`config.mk`:
```
export PLATFORM = sky130hd
export DESIGN_NAME = small_priority_event_queue_core
export DESIGN_NICKNAME = d
export VERILOG_FILES = /design/src/hdl/sepq_pkg.sv /design/src/hdl/sepq_cell.sv /design/src/hdl/small_priority_event_queue_core.sv
export VERILOG_INCLUDE_DIRS = /design/src /design/src/hdl
export SDC_FILE = /design/constraint.sdc
export NUM_CORES = 1
export LEC_CHECK = 0
export BUFFER_PORTS_ARGS = -buffer_cell sky130_fd_sc_hd__buf_4
export CAP_MARGIN = 20
export CORE_ASPECT_RATIO = 0.7
export CORE_MARGIN = 5
export CORE_UTILIZATION = 60
export DETAILED_ROUTE_END_ITERATION = 7
export PLACE_DENSITY = 0.8
export SETUP_SLACK_MARGIN = 0.1
export SKIP_CTS_REPAIR_TIMING = 1
export SYNTH_ARGS = -nofsm -noshare
export SYNTH_HDL_FRONTEND = slang
export SYNTH_SLANG_ARGS = --single-unit
```
`constraint.sdc`:
```
create_clock -name clk -period 7.96 [get_ports clk]
set_input_delay 0 -clock clk [delete_from_list [all_inputs] [get_ports clk]]
set_output_delay 0 -clock clk [all_outputs]
set_load 0.02 [all_outputs]
```
`src/hdl/small_priority_event_queue_core_assert.svh`:
```
// ---------------------------------------------------------------------------
// Assertion macros for the small priority event queue
// Shared property wrappers; clocked on clk, disabled during reset.
// ---------------------------------------------------------------------------
`ifndef SMALL_PRIORITY_EVENT_QUEUE_CORE_ASSERT_SVH
`define SMALL_PRIORITY_EVENT_QUEUE_CORE_ASSERT_SVH

// same-cycle implication
`define SEPQ_ASSERT_IMPL(lbl, ante, cons) \
	lbl: assert property (@(posedge clk) disable iff (!arst_n) (ante) |-> (cons)) \
		else $error("sepq assertion failed");

// next-cycle implication
`define SEPQ_ASSERT_NEXT(lbl, ante, cons) \
	lbl: assert property (@(posedge clk) disable iff (!arst_n) (ante) |=> (cons)) \
		else $error("sepq assertion failed");

`endif

```
`src/hdl/sepq_pkg.sv`:
```
// ---------------------------------------------------------------------------
// sepq_pkg
// Shared types and defaults for the small priority event queue.
// ---------------------------------------------------------------------------
package sepq_pkg;

	localparam int unsigned SLOTS_DEF     = 4;
	localparam int unsigned TAG_BITS_DEF  = 8;
	localparam int unsigned PRIO_BITS_DEF = 8;

	typedef enum logic {
		ACT_POST = 1'b0,
		ACT_TAKE = 1'b1
	} act_t;

	// result tuser bit positions
	localparam int unsigned USR_POST_ACC = 0;
	localparam int unsigned USR_EVT_VLD  = 1;

	// row-wide command, one per accepted beat
	typedef struct packed {
		logic post;
		logic take;
	} cell_cmd_t;

	// status a cell hands to its right neighbor
	typedef struct packed {
		logic used;
		logic gt;
	} cell_ctl_t;

endpackage

```
`src/hdl/sepq_cell.sv`:
```
// ---------------------------------------------------------------------------
// sepq_cell
// One queue slot. Holds an entry and compares it with the event being posted;
// inserts, shifts right on insert, or shifts left on take.
// ---------------------------------------------------------------------------
`include "small_priority_event_queue_core_assert.svh"

module sepq_cell #(
	parameter int unsigned TAG_BITS  = sepq_pkg::TAG_BITS_DEF,
	parameter int unsigned PRIO_BITS = sepq_pkg::PRIO_BITS_DEF
) (
	input  logic                        clk,
	input  logic                        arst_n,
	input  sepq_pkg::cell_cmd_t         cmd,
	input  logic [TAG_BITS-1:0]         new_tag,
	input  logic signed [PRIO_BITS-1:0] new_prio,
	input  sepq_pkg::cell_ctl_t         lft,
	input  logic [TAG_BITS-1:0]         lft_tag,
	input  logic signed [PRIO_BITS-1:0] lft_prio,
	input  logic                        rgt_used,
	input  logic [TAG_BITS-1:0]         rgt_tag,
	input  logic signed [PRIO_BITS-1:0] rgt_prio,
	output sepq_pkg::cell_ctl_t         ctl,
	output logic [TAG_BITS-1:0]         tag,
	output logic signed [PRIO_BITS-1:0] prio
);
	import sepq_pkg::*;

	logic                        used_q;
	logic [TAG_BITS-1:0]         tag_q;
	logic signed [PRIO_BITS-1:0] prio_q;
	logic                        ins_new;

	assign ctl.used = used_q;
	assign ctl.gt   = used_q && (prio_q > new_prio);
	assign tag      = tag_q;
	assign prio     = prio_q;

	// new entry lands after all entries of lower or equal priority
	assign ins_new = lft.used && !lft.gt && (ctl.gt || !used_q);

	always_ff @(posedge clk or negedge arst_n) begin
		if (!arst_n) begin
			used_q <= 1'b0;
		end else if (cmd.take) begin
			used_q <= rgt_used;
		end else if (cmd.post && (lft.gt || ins_new)) begin
			used_q <= 1'b1;
		end
	end

	always_ff @(posedge clk) begin
		if (cmd.take) begin
			tag_q  <= rgt_tag;
			prio_q <= rgt_prio;
		end else if (cmd.post && lft.gt) begin
			tag_q  <= lft_tag;
			prio_q <= lft_prio;
		end else if (cmd.post && ins_new) begin
			tag_q  <= new_tag;
			prio_q <= new_prio;
		end
	end

	`SEPQ_ASSERT_IMPL(a_sorted, used_q && lft.used, lft_prio <= prio_q)
	`SEPQ_ASSERT_IMPL(a_compact, used_q, lft.used)
	`SEPQ_ASSERT_NEXT(a_post_keeps, cmd.post && used_q, used_q)

endmodule

```
`src/hdl/small_priority_event_queue_core.sv`:
```
// ---------------------------------------------------------------------------
// small_priority_event_queue_core
// Priority event queue built as a sorted row of slot cells.
// ---------------------------------------------------------------------------
// Takes one beat per clock: post (tuser 0) stores tag and signed priority if a
// slot is free, take (tuser 1) returns the entry with the lowest priority,
// oldest first on ties. Every beat gives exactly one result beat in the next
// cycle through an output register; a new beat is taken while that register
// is empty or being drained, so the sustained rate is one beat per cycle,
// set by the insert or shift that all SLOTS cells of the row do together.
`include "small_priority_event_queue_core_assert.svh"

module small_priority_event_queue_core #(
	parameter int unsigned SLOTS         = sepq_pkg::SLOTS_DEF,
	parameter int unsigned TAG_BITS      = sepq_pkg::TAG_BITS_DEF,
	parameter int unsigned PRIORITY_BITS = sepq_pkg::PRIO_BITS_DEF,
	localparam int unsigned DATA_W       = ((TAG_BITS + PRIORITY_BITS + 7) / 8) * 8
) (
	input  logic              clk,
	input  logic              arst_n,
	input  logic              s_axis_tvalid,
	output logic              s_axis_tready,
	input  logic [DATA_W-1:0] s_axis_tdata,  // event_tag, priority_req
	input  logic [0:0]        s_axis_tuser,  // action
	output logic              m_axis_tvalid,
	input  logic              m_axis_tready,
	output logic [DATA_W-1:0] m_axis_tdata,  // out_tag, out_priority
	output logic [1:0]        m_axis_tuser   // post_accepted, event_valid
);
	import sepq_pkg::*;

	logic                            in_acc;
	act_t                            act;
	logic [TAG_BITS-1:0]             in_tag;
	logic signed [PRIORITY_BITS-1:0] in_prio;
	cell_cmd_t                       cmd;
	logic                            full;
	logic                            empty;

	cell_ctl_t                       ctl_arr [SLOTS];
	logic [TAG_BITS-1:0]             tag_arr [SLOTS];
	logic signed [PRIORITY_BITS-1:0] prio_arr [SLOTS];
	logic [SLOTS-1:0]                used_vec;

	logic                            out_vld_q;
	logic [1:0]                      out_usr_q;
	logic [DATA_W-1:0]               out_dat_q;

	assign s_axis_tready = !out_vld_q || m_axis_tready;
	assign in_acc        = s_axis_tvalid && s_axis_tready;
	assign act           = act_t'(s_axis_tuser[0]);
	assign in_tag        = s_axis_tdata[TAG_BITS-1:0];
	assign in_prio       = s_axis_tdata[TAG_BITS+PRIORITY_BITS-1:TAG_BITS];

	assign full     = used_vec[SLOTS-1];
	assign empty    = !used_vec[0];
	assign cmd.post = in_acc && (act == ACT_POST) && !full;
	assign cmd.take = in_acc && (act == ACT_TAKE) && !empty;

	for (genvar i = 0; i < SLOTS; i++) begin : g_cell
		cell_ctl_t                       l_ctl;
		logic [TAG_BITS-1:0]             l_tag;
		logic signed [PRIORITY_BITS-1:0] l_prio;
		logic                            r_used;
		logic [TAG_BITS-1:0]             r_tag;
		logic signed [PRIORITY_BITS-1:0] r_prio;

		if (i == 0) begin : g_head
			assign l_ctl  = '{used: 1'b1, gt: 1'b0};
			assign l_tag  = '0;
			assign l_prio = {1'b1, {(PRIORITY_BITS-1){1'b0}}};
		end else begin : g_body
			assign l_ctl  = ctl_arr[i-1];
			assign l_tag  = tag_arr[i-1];
			assign l_prio = prio_arr[i-1];
		end

		if (i == SLOTS - 1) begin : g_tail
			assign r_used = 1'b0;
			assign r_tag  = '0;
			assign r_prio = '0;
		end else begin : g_inner
			assign r_used = ctl_arr[i+1].used;
			assign r_tag  = tag_arr[i+1];
			assign r_prio = prio_arr[i+1];
		end

		sepq_cell #(
			.TAG_BITS  (TAG_BITS),
			.PRIO_BITS (PRIORITY_BITS)
		) u_cell (
			.clk      (clk),
			.arst_n   (arst_n),
			.cmd      (cmd),
			.new_tag  (in_tag),
			.new_prio (in_prio),
			.lft      (l_ctl),
			.lft_tag  (l_tag),
			.lft_prio (l_prio),
			.rgt_used (r_used),
			.rgt_tag  (r_tag),
			.rgt_prio (r_prio),
			.ctl      (ctl_arr[i]),
			.tag      (tag_arr[i]),
			.prio     (prio_arr[i])
		);

		assign used_vec[i] = ctl_arr[i].used;
	end

	always_ff @(posedge clk or negedge arst_n) begin
		if (!arst_n) begin
			out_vld_q <= 1'b0;
		end else if (in_acc) begin
			out_vld_q <= 1'b1;
		end else if (m_axis_tready) begin
			out_vld_q <= 1'b0;
		end
	end

	always_ff @(posedge clk) begin
		if (in_acc) begin
			out_usr_q[USR_POST_ACC] <= cmd.post;
			out_usr_q[USR_EVT_VLD]  <= cmd.take;
			if (cmd.take) begin
				out_dat_q <= DATA_W'({prio_arr[0], tag_arr[0]});
			end else begin
				out_dat_q <= '0;
			end
		end
	end

	assign m_axis_tvalid = out_vld_q;
	assign m_axis_tuser  = out_usr_q;
	assign m_axis_tdata  = out_dat_q;

	`SEPQ_ASSERT_IMPL(a_used_thermo, 1'b1, (used_vec & (used_vec + SLOTS'(1))) == '0)
	`SEPQ_ASSERT_NEXT(a_post_grows, cmd.post, used_vec == {$past(used_vec[SLOTS-2:0]), 1'b1})
	`SEPQ_ASSERT_NEXT(a_take_shrinks, cmd.take, used_vec == ($past(used_vec) >> 1))
	`SEPQ_ASSERT_NEXT(a_empty_take, in_acc && act == ACT_TAKE && empty,
		!m_axis_tuser[USR_EVT_VLD] && m_axis_tdata == '0)
	`SEPQ_ASSERT_NEXT(a_result_follows, in_acc, m_axis_tvalid)

endmodule

```
==> flow_summary.rst <==
.. list-table::
   :header-rows: 1

   * - Metric
     - Value
   * - Status
     - complete, but fails checks
   * - Violations in the final reports
     - hold timing
   * - Total wirelength of the detailed-routed design
     - 13000 um
   * - Fraction of the yosys area taken by sequential cells
     - 47.3%
   * - IR drop worst, VDD
     - 147 uV
   * - Horiz. Die Dim
     - 121 um
   * - Cell count after placement
     - 605
   * - Endpoint class of the critical path
     - flop
   * - Worst hold-check slack
     - -20.9 ps
   * - Highest clock rate
     - 350 MHz
   * - Post-route setup slack
     - 5100 ps
   * - Number of DRC violations after detailed-routing iteration 0
     - 450
   * - Ys Warns
     - 0
   * - Final Hold Fails
     - 12
   * - Average wire length per cell after detail routing
     - 20.6 um
   * - Placeable core region
     - 8410 um^2
   * - Maximum number of pins on one net before global-route repair
     - 50
   * - Post-synthesis sequential element count
     - 87
   * - Worst Setup Start Kind
     - flop
   * - Number of pins with negative max-slew slack in the final report
     - 0
   * - Internal power component
     - 1030 uW
   * - Clock sink total
     - 87
   * - Number of setup violations in the final report
     - 0
   * - Synthesized-area fraction occupied by and/or/nand/nor cells
     - 21.7%
   * - Count of standard-cell rows
     - 28
   * - Number of antenna violations at the first check in global routing
     - 0
   * - Io pins
     - 41
   * - Fraction of synthesized cell area in xor and xnor cells
     - 0%
   * - Average via count per standard cell
     - 6.73
   * - Global placement routability congestion
     - 0.848
   * - Critical path required time
     - 8000 ps
   * - Inserted Clock Buffers
     - 9
   * - Number of detailed-route iterations in the first pass
     - 5
   * - Flip-flop and latch area
     - 2430 um^2
   * - Via count of the first global-routing pass
     - 4169
   * - Overall Power
     - 1570 uW
   * - CTS Root Cell
     - sky130_fd_sc_hd__clkbuf_16
   * - TritonCTS clock tree
     - built
   * - Sum Neg Setup Slack
     - 0 ps
   * - Power density of the placed cells
     - 271 nW/um^2
   * - Sequential fraction of design power
     - 44.3%
   * - Overall die height
     - 87.4 um
   * - Die area
     - 10500 um^2
   * - Worst relative slew slack
     - 43.2%
   * - Post-synthesis share of cell area spent on full adders, half adders and majority gates
     - 5.86%
   * - H-tree Lvls
     - 3
   * - Period utilization
     - 35.9%
   * - DRC
     - 0
   * - Cell Area, Synth
     - 5130 um^2
   * - Antenna Cells
     - 0
   * - Synthesized Nets
     - 536
   * - Slew of the pin with the lowest slew margin
     - 852 ps
   * - Clock Path Buffers
     - 2
   * - Final period demand of the worst path
     - 2860 ps
   * - Max cap viols
     - 0
   * - Static leakage
     - 0.00234 uW
   * - Worst-skew pair later-pin latency
     - 350 ps
   * - Nets@finish
     - 565
   * - Mapped Avg Cell Area
     - 10.4 um^2
   * - Multiplexer share of the synthesized area
     - 0%
   * - Synthesis-to-layout area growth
     - 13.4%
   * - Placement-stage worst setup slack
     - 5160 ps
   * - Post-route antenna net violation count
     - 0
   * - Combinational family with the most area after synthesis
     - simple AND/OR/NAND/NOR gates
   * - Setup repair after global routing missed its margin
     - false
   * - Number of buffers added on ports
     - 40
   * - Via count
     - 4239
   * - Part of the total power dissipated in combinational logic
     - 29.3%
   * - Clock transition at the register clock pins on the worst setup and hold paths after CTS
     - 60 ps
   * - Overall routing resource usage
     - 25.7%
   * - Wire length of the first global-routing pass
     - 20900 um
   * - Switching part of the total
     - 34.4%
   * - Worst EP arrival
     - 2900 ps
   * - Effective utilization at floorplan
     - 61.0%
   * - Critical path class
     - reg -> reg
   * - Filler instances
     - 629
   * - Fraction of the mapped netlist area in compound gates
     - 20.1%
   * - Fraction of final layout cells with drive strength greater than 1
     - 19.0%
   * - Half-perimeter wire length after placement
     - 9130 um
   * - Final setup skew
     - 5.99 ps
   * - Maximum fanout count along the critical path
     - 23
   * - Area occupied by multi-input gates
     - 2450 um^2
   * - Gate count after technology mapping
     - 491
   * - Psw
     - 542 uW
   * - Count of placed standard cells in the final layout, fillers left out
     - 630
   * - Worst min path class
     - in -> reg
   * - Proportion of power drawn by the clock network
     - 26.3%
   * - Unique masters post-synth
     - 41
   * - Overall overflow remaining after global route
     - 0
## metal layers
layer | GRT usage (%) | vias to the layer above | wire length [um]
met1 | 31.7 | 2057 | 5390
met4 | 9.77 | 0 | 300
li1 | - | 1933 | -
met2 | 43.7 | 212 | 6420
met3 | 6.62 | 37 | 896
met5 | 0 | - | 0
## metrics by stage
| step | util, % | area (um^2) |
|---|---|---|
| floorplan | - | 5130 |
| global placement | 64.7 | 5440 |
| detailed placement | 64.7 | 5440 |
| CTS | 68.1 | 5730 |
| global route | 69.2 | 5810 |
| finish | 69.2 | 5810 |
## power groups by stage
stage	clock network (uW)	logic, uW	registers (uW)
after detailed placement	0	450	704
after global placement	0	430	699
after floorplan	0	338	685
final	415	462	698
after CTS	420	454	696
after global routing	443	508	708
## layout by cell type (no fill, tap or decap), drive strengths merged, types with 6 or more instances in the layout
| cell type | count |
|---|---|
| edfxtp | 66 |
| nand3 | 65 |
| buf | 50 |
| nor2 | 38 |
| o211ai | 33 |
| a22oi | 32 |
| and2 | 28 |
| ha | 24 |
| a21o | 20 |
| o21ai | 18 |
| o21a | 17 |
| dfxtp | 16 |
| inv | 16 |
| nor4 | 16 |
| nor3 | 16 |
| clkbuf | 9 |
| dlygate4sd3 | 8 |
| nand4 | 8 |
| a21oi | 6 |
## cells in the mapped netlist
library cell / n / area [um^2]
sky130_fd_sc_hd__a2111oi_4: 1 / 27.5
sky130_fd_sc_hd__a211oi_2: 1 / 12.5
sky130_fd_sc_hd__a21o_1: 20 / 150
sky130_fd_sc_hd__a21oi_1: 5 / 25.0
sky130_fd_sc_hd__a21oi_2: 1 / 8.76
sky130_fd_sc_hd__a22oi_1: 32 / 240
sky130_fd_sc_hd__a31o_2: 2 / 17.5
sky130_fd_sc_hd__a31oi_1: 2 / 12.5
sky130_fd_sc_hd__a41oi_1: 2 / 17.5
sky130_fd_sc_hd__and2_1: 28 / 175
sky130_fd_sc_hd__and3_1: 1 / 6.26
sky130_fd_sc_hd__buf_1: 1 / 3.75
sky130_fd_sc_hd__buf_2: 20 / 100
sky130_fd_sc_hd__buf_6: 3 / 33.8
sky130_fd_sc_hd__clkbuf_1: 16 / 60.1
sky130_fd_sc_hd__dfrtp_1: 5 / 125
sky130_fd_sc_hd__dfxtp_1: 16 / 320
sky130_fd_sc_hd__edfxtp_1: 66 / 1980
sky130_fd_sc_hd__ha_1: 24 / 300
sky130_fd_sc_hd__inv_1: 15 / 56.3
sky130_fd_sc_hd__inv_2: 1 / 3.75
sky130_fd_sc_hd__nand2_1: 4 / 15.0
sky130_fd_sc_hd__nand2b_1: 2 / 12.5
sky130_fd_sc_hd__nand2b_4: 1 / 13.8
sky130_fd_sc_hd__nand3_1: 65 / 325
sky130_fd_sc_hd__nand4_1: 7 / 43.8
sky130_fd_sc_hd__nand4_2: 1 / 12.5
sky130_fd_sc_hd__nor2_1: 38 / 143
sky130_fd_sc_hd__nor2b_1: 5 / 31.3
sky130_fd_sc_hd__nor3_1: 3 / 15.0
sky130_fd_sc_hd__nor3_2: 13 / 130
sky130_fd_sc_hd__nor4_1: 2 / 12.5
sky130_fd_sc_hd__nor4_2: 14 / 175
sky130_fd_sc_hd__o211a_1: 3 / 30.0
sky130_fd_sc_hd__o211ai_1: 33 / 248
sky130_fd_sc_hd__o21a_1: 17 / 128
sky130_fd_sc_hd__o21ai_0: 16 / 80.1
sky130_fd_sc_hd__o21ai_1: 1 / 5.00
sky130_fd_sc_hd__o21ai_2: 1 / 8.76
sky130_fd_sc_hd__o22a_1: 1 / 8.76
sky130_fd_sc_hd__o22ai_1: 2 / 12.5
## critical path, stage by stage, from the launching register on
cell,delay (ps)
sky130_fd_sc_hd__edfxtp_1,440
sky130_fd_sc_hd__ha_1,350
sky130_fd_sc_hd__nand4_2,130
sky130_fd_sc_hd__nor2_1,80
sky130_fd_sc_hd__a211oi_4,520
sky130_fd_sc_hd__buf_4,400
sky130_fd_sc_hd__nor2_1,80
sky130_fd_sc_hd__a41oi_1,230
sky130_fd_sc_hd__buf_4,290
## path summary, 6_finish.rpt
| path | from | end | cells past startpoint | slack (ps) |
|---|---|---|---|---|
| setup / recovery | g_cell[2].u_cell.prio[2]$_DFFE_PP_ | g_cell[2].u_cell.tag[6]$_DFFE_PP_ | 8 | 5100 |
| hold / removal | s_axis_tdata[10] | g_cell[3].u_cell.prio[2]$_SDFFE_PP0P_ | 3 | -20 |
| setup reg to reg | g_cell[2].u_cell.prio[2]$_DFFE_PP_ | g_cell[2].u_cell.tag[6]$_DFFE_PP_ | 8 | 5100 |
| hold reg to reg | g_cell[3].u_cell.used_q$_DFFE_PN0P_ | g_cell[3].u_cell.used_q$_DFFE_PN0P_ | 2 | 560 |
| max in group asynchronous | arst_n | g_cell[2].u_cell.used_q$_DFFE_PN0P_ | 2 | 7860 |
| min in group asynchronous | arst_n | g_cell[1].u_cell.used_q$_DFFE_PN0P_ | 2 | -10 |
## cells by family after synthesis
group	after synthesis
simple gates	184
compound gates	140
flops	87
buf+inv	56
fa+ha+maj	24
## area by class of cell
type / count / share of cell area [%]
Timing Repair Buffer: 58 / 7.83
Multi-Input combinational cell: 348 / 42.2
Tap cell: 105 / 2.26
Clock inverter: 7 / 1.10
Clock buffer: 9 / 3.87
Sequential cell: 87 / 41.7
Inverter: 16 / 1.03
## flip-flops by register name (all words and copies together), names as in the netlist
name and count:
g_cell.u_cell.prio 32, g_cell.u_cell.tag 32, g_cell.u_cell.used_q 4, m_axis_tdata 16, m_axis_tuser 2, m_axis_tvalid 1
No activity file was read; power rests on OpenSTA's default activity.
